==> src/hw/rtl/sfd_pkg.sv <==
// Shared constants for the sensor frame deframer: frame markers, word layout,
// status codes and the default frame length. No dependencies.
package sfd_pkg;

    // Frame length default, in bytes, counting the start byte
    localparam int FRAME_BYTES_DEF = 32;

    // Frame markers
    localparam logic [7:0] START_BYTE   = 8'h42;
    localparam logic [7:0] SECOND_MAGIC = 8'h4d;

    // Measurement word layout
    localparam int WORD_COUNT        = 12;
    localparam int FIRST_WORD_OFFSET = 4;
    localparam int LEN_OVERHEAD      = 4;

    // Result status codes
    localparam logic [1:0] ST_OK        = 2'd0;
    localparam logic [1:0] ST_BAD_MAGIC = 2'd1;
    localparam logic [1:0] ST_BAD_LEN   = 2'd2;
    localparam logic [1:0] ST_BAD_SUM   = 2'd3;

endpackage

==> src/hw/rtl/sfd_frame_ram.sv <==
// Frame byte store: one write port, one read port with registered read data.
// Depends on nothing; depth comes from the top level.
module sfd_frame_ram #(
    parameter int DEPTH = 32,
    parameter int AW    = $clog2(DEPTH)
) (
    input  logic          i_clk,
    input  logic          i_we,
    input  logic [AW-1:0] i_waddr,
    input  logic [7:0]    i_wdata,
    input  logic          i_re,
    input  logic [AW-1:0] i_raddr,
    output logic [7:0]    o_rdata
);

    logic [7:0] r_mem [DEPTH];
    logic [7:0] r_rdata;

    // write port
    always_ff @(posedge i_clk) begin
        if (i_we) begin
            r_mem[i_waddr] <= i_wdata;
        end
    end

    // read port, data holds until the next enabled read
    always_ff @(posedge i_clk) begin
        if (i_re) begin
            r_rdata <= r_mem[i_raddr];
        end
    end

    assign o_rdata = r_rdata;

endmodule

==> src/hw/rtl/sensor_frame_deframer.sv <==
// Sensor frame deframer top level: collection, check sequencer, output register.
// Depends on sfd_pkg and sfd_frame_ram.
//
// Usage:
//   Input channel (i_valid / o_ready, i_rx_byte) takes one received serial byte
//   per request. While hunting, bytes other than the start byte are dropped.
//   From the start byte on, FRAME_BYTES bytes are written to the frame RAM,
//   one per cycle, with o_ready held high.
//   After the last byte of a frame o_ready drops while the sequencer works
//   through the frame RAM over its single read port: the magic and length
//   checks, summing of bytes 0 to L+1, fetching and comparing the checksum
//   word, then reading each measurement word, high byte then low byte.
//   Output channel (o_valid / i_ready) carries word_index, word_value, status
//   and last from an output register. A good frame gives 12 requests, last on
//   the twelfth; a bad frame gives one request with its status and last set.
//   If the receiver stalls, the output register holds and the sequencer waits
//   with the next word; no result is dropped.
//   Reset (synchronous, active low) returns the block to hunting with the
//   output register empty. The frame RAM needs no clearing: every byte is
//   written in a frame before that frame reads it.
module sensor_frame_deframer
    import sfd_pkg::*;
#(
    parameter int FRAME_BYTES = FRAME_BYTES_DEF
) (
    input  logic        i_clk,
    input  logic        i_rst_n,
    input  logic        i_valid,
    output logic        o_ready,
    input  logic [7:0]  i_rx_byte,
    output logic        o_valid,
    input  logic        i_ready,
    output logic [3:0]  o_word_index,
    output logic [15:0] o_word_value,
    output logic [1:0]  o_status,
    output logic        o_last
);

    localparam int AW = $clog2(FRAME_BYTES);

    // sequencer states
    localparam logic [3:0] S_COLLECT = 4'd0;
    localparam logic [3:0] S_CHECK   = 4'd1;
    localparam logic [3:0] S_SUM     = 4'd2;
    localparam logic [3:0] S_CKHI    = 4'd3;
    localparam logic [3:0] S_CKLO    = 4'd4;
    localparam logic [3:0] S_CMP     = 4'd5;
    localparam logic [3:0] S_ERR     = 4'd6;
    localparam logic [3:0] S_WHI     = 4'd7;
    localparam logic [3:0] S_WLO     = 4'd8;
    localparam logic [3:0] S_WOUT    = 4'd9;

    logic [3:0]    r_state, n_state;
    logic          r_collecting, n_collecting;
    logic [AW-1:0] r_cnt, n_cnt;
    logic [7:0]    r_byte1, n_byte1;
    logic [15:0]   r_len, n_len;
    logic [AW-1:0] r_ptr, n_ptr;
    logic [AW-1:0] r_end, n_end;
    logic [15:0]   r_sum, n_sum;
    logic          r_pend, n_pend;
    logic [7:0]    r_hi, n_hi;
    logic [1:0]    r_err, n_err;
    logic [3:0]    r_k, n_k;

    logic          r_o_valid, n_o_valid;
    logic [3:0]    r_o_index, n_o_index;
    logic [15:0]   r_o_value, n_o_value;
    logic [1:0]    r_o_status, n_o_status;
    logic          r_o_last, n_o_last;

    logic          in_acc;
    logic          out_free;
    logic [AW-1:0] wr_idx;
    logic          ram_we;
    logic          ram_re;
    logic [7:0]    ram_rdata;
    logic [16:0]   len_need;

    assign o_ready  = (r_state == S_COLLECT);
    assign in_acc   = i_valid && o_ready;
    assign out_free = !r_o_valid || i_ready;
    assign wr_idx   = r_collecting ? r_cnt : '0;
    assign ram_we   = in_acc && (r_collecting || (i_rx_byte == START_BYTE));
    assign ram_re   = (r_state == S_SUM) || (r_state == S_CKHI) || (r_state == S_CKLO)
                   || (r_state == S_WHI) || (r_state == S_WLO);
    assign len_need = {1'b0, r_len} + 17'(LEN_OVERHEAD);

    sfd_frame_ram #(
        .DEPTH (FRAME_BYTES),
        .AW    (AW)
    ) u_ram (
        .i_clk   (i_clk),
        .i_we    (ram_we),
        .i_waddr (wr_idx),
        .i_wdata (i_rx_byte),
        .i_re    (ram_re),
        .i_raddr (r_ptr),
        .o_rdata (ram_rdata)
    );

    // next-state logic for collection, checks and word emission
    always_comb begin
        n_state      = r_state;
        n_collecting = r_collecting;
        n_cnt        = r_cnt;
        n_byte1      = r_byte1;
        n_len        = r_len;
        n_ptr        = r_ptr;
        n_end        = r_end;
        n_sum        = r_sum;
        n_pend       = (r_state == S_SUM);
        n_hi         = r_hi;
        n_err        = r_err;
        n_k          = r_k;
        n_o_valid    = r_o_valid && !i_ready;
        n_o_index    = r_o_index;
        n_o_value    = r_o_value;
        n_o_status   = r_o_status;
        n_o_last     = r_o_last;

        // sum bytes arrive in the cycle after their read
        if (r_pend) begin
            n_sum = r_sum + {8'd0, ram_rdata};
        end

        case (r_state)
            S_COLLECT: begin
                if (ram_we) begin
                    if (wr_idx == AW'(1)) n_byte1 = i_rx_byte;
                    if (wr_idx == AW'(2)) n_len[15:8] = i_rx_byte;
                    if (wr_idx == AW'(3)) n_len[7:0] = i_rx_byte;
                    if (wr_idx == AW'(FRAME_BYTES - 1)) begin
                        n_collecting = 1'b0;
                        n_cnt        = '0;
                        n_state      = S_CHECK;
                    end else begin
                        n_collecting = 1'b1;
                        n_cnt        = wr_idx + AW'(1);
                    end
                end
            end
            S_CHECK: begin
                if (r_byte1 != SECOND_MAGIC) begin
                    n_err   = ST_BAD_MAGIC;
                    n_state = S_ERR;
                end else if (len_need > 17'(FRAME_BYTES)) begin
                    n_err   = ST_BAD_LEN;
                    n_state = S_ERR;
                end else begin
                    n_ptr   = '0;
                    n_end   = r_len[AW-1:0] + AW'(1);
                    n_sum   = '0;
                    n_state = S_SUM;
                end
            end
            S_SUM: begin
                n_ptr = r_ptr + AW'(1);
                if (r_ptr == r_end) begin
                    n_state = S_CKHI;
                end
            end
            S_CKHI: begin
                // read checksum high byte at L+2
                n_ptr   = r_ptr + AW'(1);
                n_state = S_CKLO;
            end
            S_CKLO: begin
                n_hi    = ram_rdata;
                n_state = S_CMP;
            end
            S_CMP: begin
                if (r_sum != {r_hi, ram_rdata}) begin
                    n_err   = ST_BAD_SUM;
                    n_state = S_ERR;
                end else begin
                    n_ptr   = AW'(FIRST_WORD_OFFSET);
                    n_k     = '0;
                    n_state = S_WHI;
                end
            end
            S_ERR: begin
                if (out_free) begin
                    n_o_valid  = 1'b1;
                    n_o_index  = '0;
                    n_o_value  = '0;
                    n_o_status = r_err;
                    n_o_last   = 1'b1;
                    n_state    = S_COLLECT;
                end
            end
            S_WHI: begin
                n_ptr   = r_ptr + AW'(1);
                n_state = S_WLO;
            end
            S_WLO: begin
                n_hi    = ram_rdata;
                n_ptr   = r_ptr + AW'(1);
                n_state = S_WOUT;
            end
            S_WOUT: begin
                // low byte stays in the RAM read register until used
                if (out_free) begin
                    n_o_valid  = 1'b1;
                    n_o_index  = r_k;
                    n_o_value  = {r_hi, ram_rdata};
                    n_o_status = ST_OK;
                    n_o_last   = (r_k == 4'(WORD_COUNT - 1));
                    if (r_k == 4'(WORD_COUNT - 1)) begin
                        n_state = S_COLLECT;
                    end else begin
                        n_k     = r_k + 4'd1;
                        n_state = S_WHI;
                    end
                end
            end
            default: begin
                n_state = S_COLLECT;
            end
        endcase
    end

    // control registers
    always_ff @(posedge i_clk) begin
        if (!i_rst_n) begin
            r_state      <= S_COLLECT;
            r_collecting <= 1'b0;
            r_cnt        <= '0;
            r_sum        <= '0;
            r_pend       <= 1'b0;
            r_o_valid    <= 1'b0;
        end else begin
            r_state      <= n_state;
            r_collecting <= n_collecting;
            r_cnt        <= n_cnt;
            r_sum        <= n_sum;
            r_pend       <= n_pend;
            r_o_valid    <= n_o_valid;
        end
    end

    // payload registers
    always_ff @(posedge i_clk) begin
        r_byte1    <= n_byte1;
        r_len      <= n_len;
        r_ptr      <= n_ptr;
        r_end      <= n_end;
        r_hi       <= n_hi;
        r_err      <= n_err;
        r_k        <= n_k;
        r_o_index  <= n_o_index;
        r_o_value  <= n_o_value;
        r_o_status <= n_o_status;
        r_o_last   <= n_o_last;
    end

    assign o_valid      = r_o_valid;
    assign o_word_index = r_o_index;
    assign o_word_value = r_o_value;
    assign o_status     = r_o_status;
    assign o_last       = r_o_last;

`ifndef SYNTHESIS
    // error results are single, zero-valued and last
    a_err_shape: assert property (@(posedge i_clk) disable iff (!i_rst_n)
        (o_valid && (o_status != ST_OK)) |->
            (o_last && (o_word_index == 4'd0) && (o_word_value == 16'd0)))
        else $error("error result not a single zero last request");

    // good words carry last only on the final index
    a_ok_last: assert property (@(posedge i_clk) disable iff (!i_rst_n)
        (o_valid && (o_status == ST_OK)) |->
            (o_last == (o_word_index == 4'(WORD_COUNT - 1))))
        else $error("last flag out of place on measurement word");

    // summing never runs past the checksum range
    a_sum_range: assert property (@(posedge i_clk) disable iff (!i_rst_n)
        (r_state == S_SUM) |-> (r_ptr <= r_end))
        else $error("sum pointer past end of checksum range");

    // no byte is taken while the sequencer owns the frame RAM
    a_no_write_busy: assert property (@(posedge i_clk) disable iff (!i_rst_n)
        ram_we |-> (r_state == S_COLLECT) && !ram_re)
        else $error("frame RAM written while sequencer active");
`endif

endmodule
==> config.mk <==
export PLATFORM = sky130hd
export DESIGN_NAME = sensor_frame_deframer
export DESIGN_NICKNAME = d
export VERILOG_FILES = /design/src/hw/rtl/sfd_pkg.sv /design/src/hw/rtl/sfd_frame_ram.sv /design/src/hw/rtl/sensor_frame_deframer.sv
export SDC_FILE = /design/constraint.sdc
export NUM_CORES = 1
export LEC_CHECK = 0
export BUFFER_PORTS_ARGS = -buffer_cell sky130_fd_sc_hd__buf_2
export CORE_UTILIZATION = 30
export CTS_BUF_LIST = sky130_fd_sc_hd__clkbuf_16
export DETAILED_ROUTE_END_ITERATION = 12
export GPL_TIMING_DRIVEN = 0
export PLACE_DENSITY = 0.47
export SYNTH_ARGS = -nofsm -noshare
export SYNTH_HDL_FRONTEND = slang
export SYNTH_SLANG_ARGS = --single-unit
==> constraint.sdc <==
create_clock -name i_clk -period 6.4 [get_ports i_clk]
set_input_delay 1.28 -clock i_clk [delete_from_list [all_inputs] [get_ports i_clk]]
set_output_delay 1.28 -clock i_clk [all_outputs]
set_load 0.01 [all_outputs]
==> impl_metrics.env <==
export IMPL_ys_flop_type="edfxtp_1"
export IMPL_syn_area_um2=14900
export IMPL_vias_per_cell=4.67
export IMPL_rsz0062_at_grt="false"
export IMPL_final_cells=1628
export IMPL_clockPowerShare_pct=36.5
export IMPL_powerDensity_nw_per_um2=380
export IMPL_syn_nets=883
export IMPL_slowest_stage="nor2_1"
export IMPL_slew_violations=0
export IMPL_rows=81
export IMPL_gp_congestion=0.762
export IMPL_grt_pass1_vias=7762
export IMPL_cts_clk_slew_worst_paths_ns=0.06
export IMPL_worst_setup_path_type="input pin to flop"
export IMPL_cts_buffers=40
export IMPL_clockBufferDepth=3
export IMPL_crit_family="simple AND/OR/NAND/NOR gates"
export IMPL_hp_class="flop to flop"
export IMPL_slew_headroom_pct=37.4
export IMPL_power_uw=6560
export IMPL_power_switching_uw=1820
export IMPL_wire_per_inst_um=20.3
export IMPL_finalCriticalPeriod_ns=3.79
export IMPL_antenna_found_initial=0
export IMPL_grt_overflow=0
export IMPL_grt_pass1_wl_um=49700
export IMPL_period_share_pct=59.3
export IMPL_wl_met3_um=1470
export IMPL_clk_latency_ns=0.57
export IMPL_yosys_top_cells_area="edfxtp_1 68%, mux4_2 8.2%, dfxtp_1 3.8%, mux2i_1 2.8%, nor2_1 2.1%"
export IMPL_drt_initial_drc_count=394
export IMPL_cts_tree="yes"
export IMPL_ys_types=60
export IMPL_async_reset_ff_share_pct=0
export IMPL_holdBufCountCts=0
export IMPL_post_cts_buffers=0
export IMPL_crit_chain="buf_2 > or4b_1 > o21ai_1 > and3_2 > buf_6 > nand2_2 > nor2_1"
export IMPL_required_ns=6.58
export IMPL_outcome="finished clean"
export IMPL_critical_path_max_stage_delay_ns=0.79
export IMPL_vias=7597
export IMPL_max_freq_ghz=0.264
export IMPL_power_frac_comb_pct=21.2
export IMPL_remaining_drc_errors=0
export IMPL_fin_worst_skew_ns=0.0170
export IMPL_wl_met2_um=16400
export IMPL_start_util_pct=30.4
export IMPL_routed_wl_um=33100
export IMPL_critPathBufInv=2
export IMPL_synth_top_area_share_pct=67.7
export IMPL_synthCells=853
export IMPL_synth_yosys_seq_area_share_pct=71.5
export IMPL_hold_worst_slack_ns=0.501
export IMPL_ioPinCount=37
export IMPL_die_w_um=225
export IMPL_yosys_warnings=0
export IMPL_synth_seq_cells=363
export IMPL_yosysTopAreaCell="edfxtp_1"
export IMPL_p_leak_uw=0.00563
export IMPL_cp_max_fo=36
export IMPL_grt_total_usage_pct=13.5
export IMPL_maxCapViolCount=0
export IMPL_cts_resized=0
export IMPL_topRoutingLayerUsed="met4"
export IMPL_wl_met1_um=14300
export IMPL_place_hpwl_um=21000
export IMPL_fin_setup_tns_ns=0
export IMPL_seqPwrFrac_pct=42.3
export IMPL_cp_end_kind="flop"
export IMPL_die_area_um2=50400
export IMPL_die_y_um=225
export IMPL_worst_slew_pin_slew_ns=0.935
export IMPL_setup_viol=0
export IMPL_avgSynthCellArea_um2=17.4
export IMPL_final_common_cell="edfxtp_1"
export IMPL_p_sw_share_pct=27.8
export IMPL_cts_sinks=363
export IMPL_synthToLayoutAreaGrowth_pct=16.2
export IMPL_cts_max_level=2
export IMPL_internal_power_uw=4740
export IMPL_final_cell_mix="335 x edfxtp_1, 84 x nor2_1, 54 x mux4_2"
export IMPL_drive_above_1_share_pct=19.2
export IMPL_dp_cells=1554
export IMPL_hold_viol_final=0
export IMPL_critPathLaunchType="input pin"
export IMPL_first_pass_iters=5
export IMPL_critPathArrivalTime_ns=3.97
export IMPL_grt_start_max_net_pins=37
export IMPL_ant_nets=0
export IMPL_design_core_area_um2=48800
export IMPL_synth_edf_count=335
export IMPL_final_nets=962
export IMPL_irDropWorstVdd_uv=221
export IMPL_port_buffers=36
export IMPL_n_antenna_cell=0
export IMPL_root_buffer="clkbuf_16"
[Yosys cell counts (3+ instances only)]
library cell	n
a211oi_1	9
a21oi_1	14
a221oi_1	8
a22o_1	8
a31oi_1	3
and2_1	23
buf_1	4
buf_2	9
buf_4	7
buf_6	5
clkbuf_1	12
dfxtp_1	28
edfxtp_1	335
ha_1	17
inv_1	12
mux2i_1	41
mux4_1	10
mux4_2	54
nand2_1	26
nand2_2	4
nand2b_1	4
nand3_1	18
nand4_1	5
nor2_1	85
nor2b_1	13
nor3_1	5
nor4_1	6
o211ai_1	3
o21ai_0	12
o21ai_1	3
o31ai_1	3
xnor2_1	18
xor2_1	13
[through the flow]
step | cell area (um2) | worst slack [ns] | util (%)
after floorplan | 14900 | 3.20 | -
after global routing | 17300 | 2.42 | 35.3
after CTS | 17200 | 2.61 | 35.3
after detailed placement | 15900 | 1.99 | 32.5
final | 17300 | 2.61 | 35.3
after global placement | 15900 | 2.05 | 32.5
[cell families after synthesis]
logic type / Yosys count / share of synthesized area [%]
xor gates and xnor gates: 31 / 1.83
muxes: 105 / 12.7
and+or+nand+nor: 209 / 6.98
buffers and inverters: 50 / 1.77
adders and majority gates: 18 / 1.57
AOI/OAI and AO/OA: 77 / 3.63
DFF: 363 / 71.5
[sequential cells by signal, indices dropped and copies added (netlist names)]
signal,cells
r_k,4
r_err,2
o_status,2
r_pend,1
r_len,16
r_hi,8
r_ptr,5
o_word_index,4
r_end,5
r_state,4
o_word_value,16
o_last,1
r_sum,16
o_valid,1
r_collecting,1
r_cnt,5
u_ram.o_rdata,8
r_byte1,8
u_ram.r_mem,256
[power groups by stage]
stage | clock network [uW] | logic [uW] | registers, uW
detailed placement | 0 | 1420 | 2830
global route | 2530 | 1520 | 2780
CTS | 2450 | 1430 | 2780
finish | 2400 | 1390 | 2770
global placement | 0 | 1420 | 2830
floorplan | 0 | 992 | 2790
[worst register-to-register path: stages, from the launching register on]
cell and delay [ns]:
dfxtp_1 0.33, nor2_1 0.35, nand2_1 0.21, inv_1 0.13, and3_2 0.23, buf_6 0.17
nand2_2 0.23, nor2_1 0.80
[final cells by class]
| class | instances | area [um2] |
|---|---|---|
| fill | 4735 | 31600 |
| multi-input combinational | 440 | 3980 |
| inverter | 13 | 48.8 |
| tap | 664 | 831 |
| clock inverter | 34 | 367 |
| timing repair buffer | 37 | 195 |
| clock buffer | 40 | 1000 |
| sequential | 363 | 10600 |
| buffer | 37 | 214 |
[layer usage]
| metal | up-vias | GRT usage (%) |
|---|---|---|
| met3 | 54 | 3.08 |
| met2 | 148 | 22.8 |
| li1 | 3536 | - |
| met5 | - | 0 |
| met1 | 3859 | 16.9 |
| met4 | 0 | 4.89 |
[final timing paths]
| check | start | end | slack (ns) | cells past startpoint |
|---|---|---|---|---|
| setup reg to reg | r_state[2] | u_ram.r_mem[22][2] | 3.56 | 7 |
| hold reg to reg | r_sum[3] | r_sum[3] | 0.50 | 2 |
| hold / removal | r_sum[3] | r_sum[3] | 0.50 | 2 |
| setup / recovery | i_rx_byte[6] | u_ram.r_mem[22][2] | 2.61 | 7 |
(Power assumes the default switching activity.)
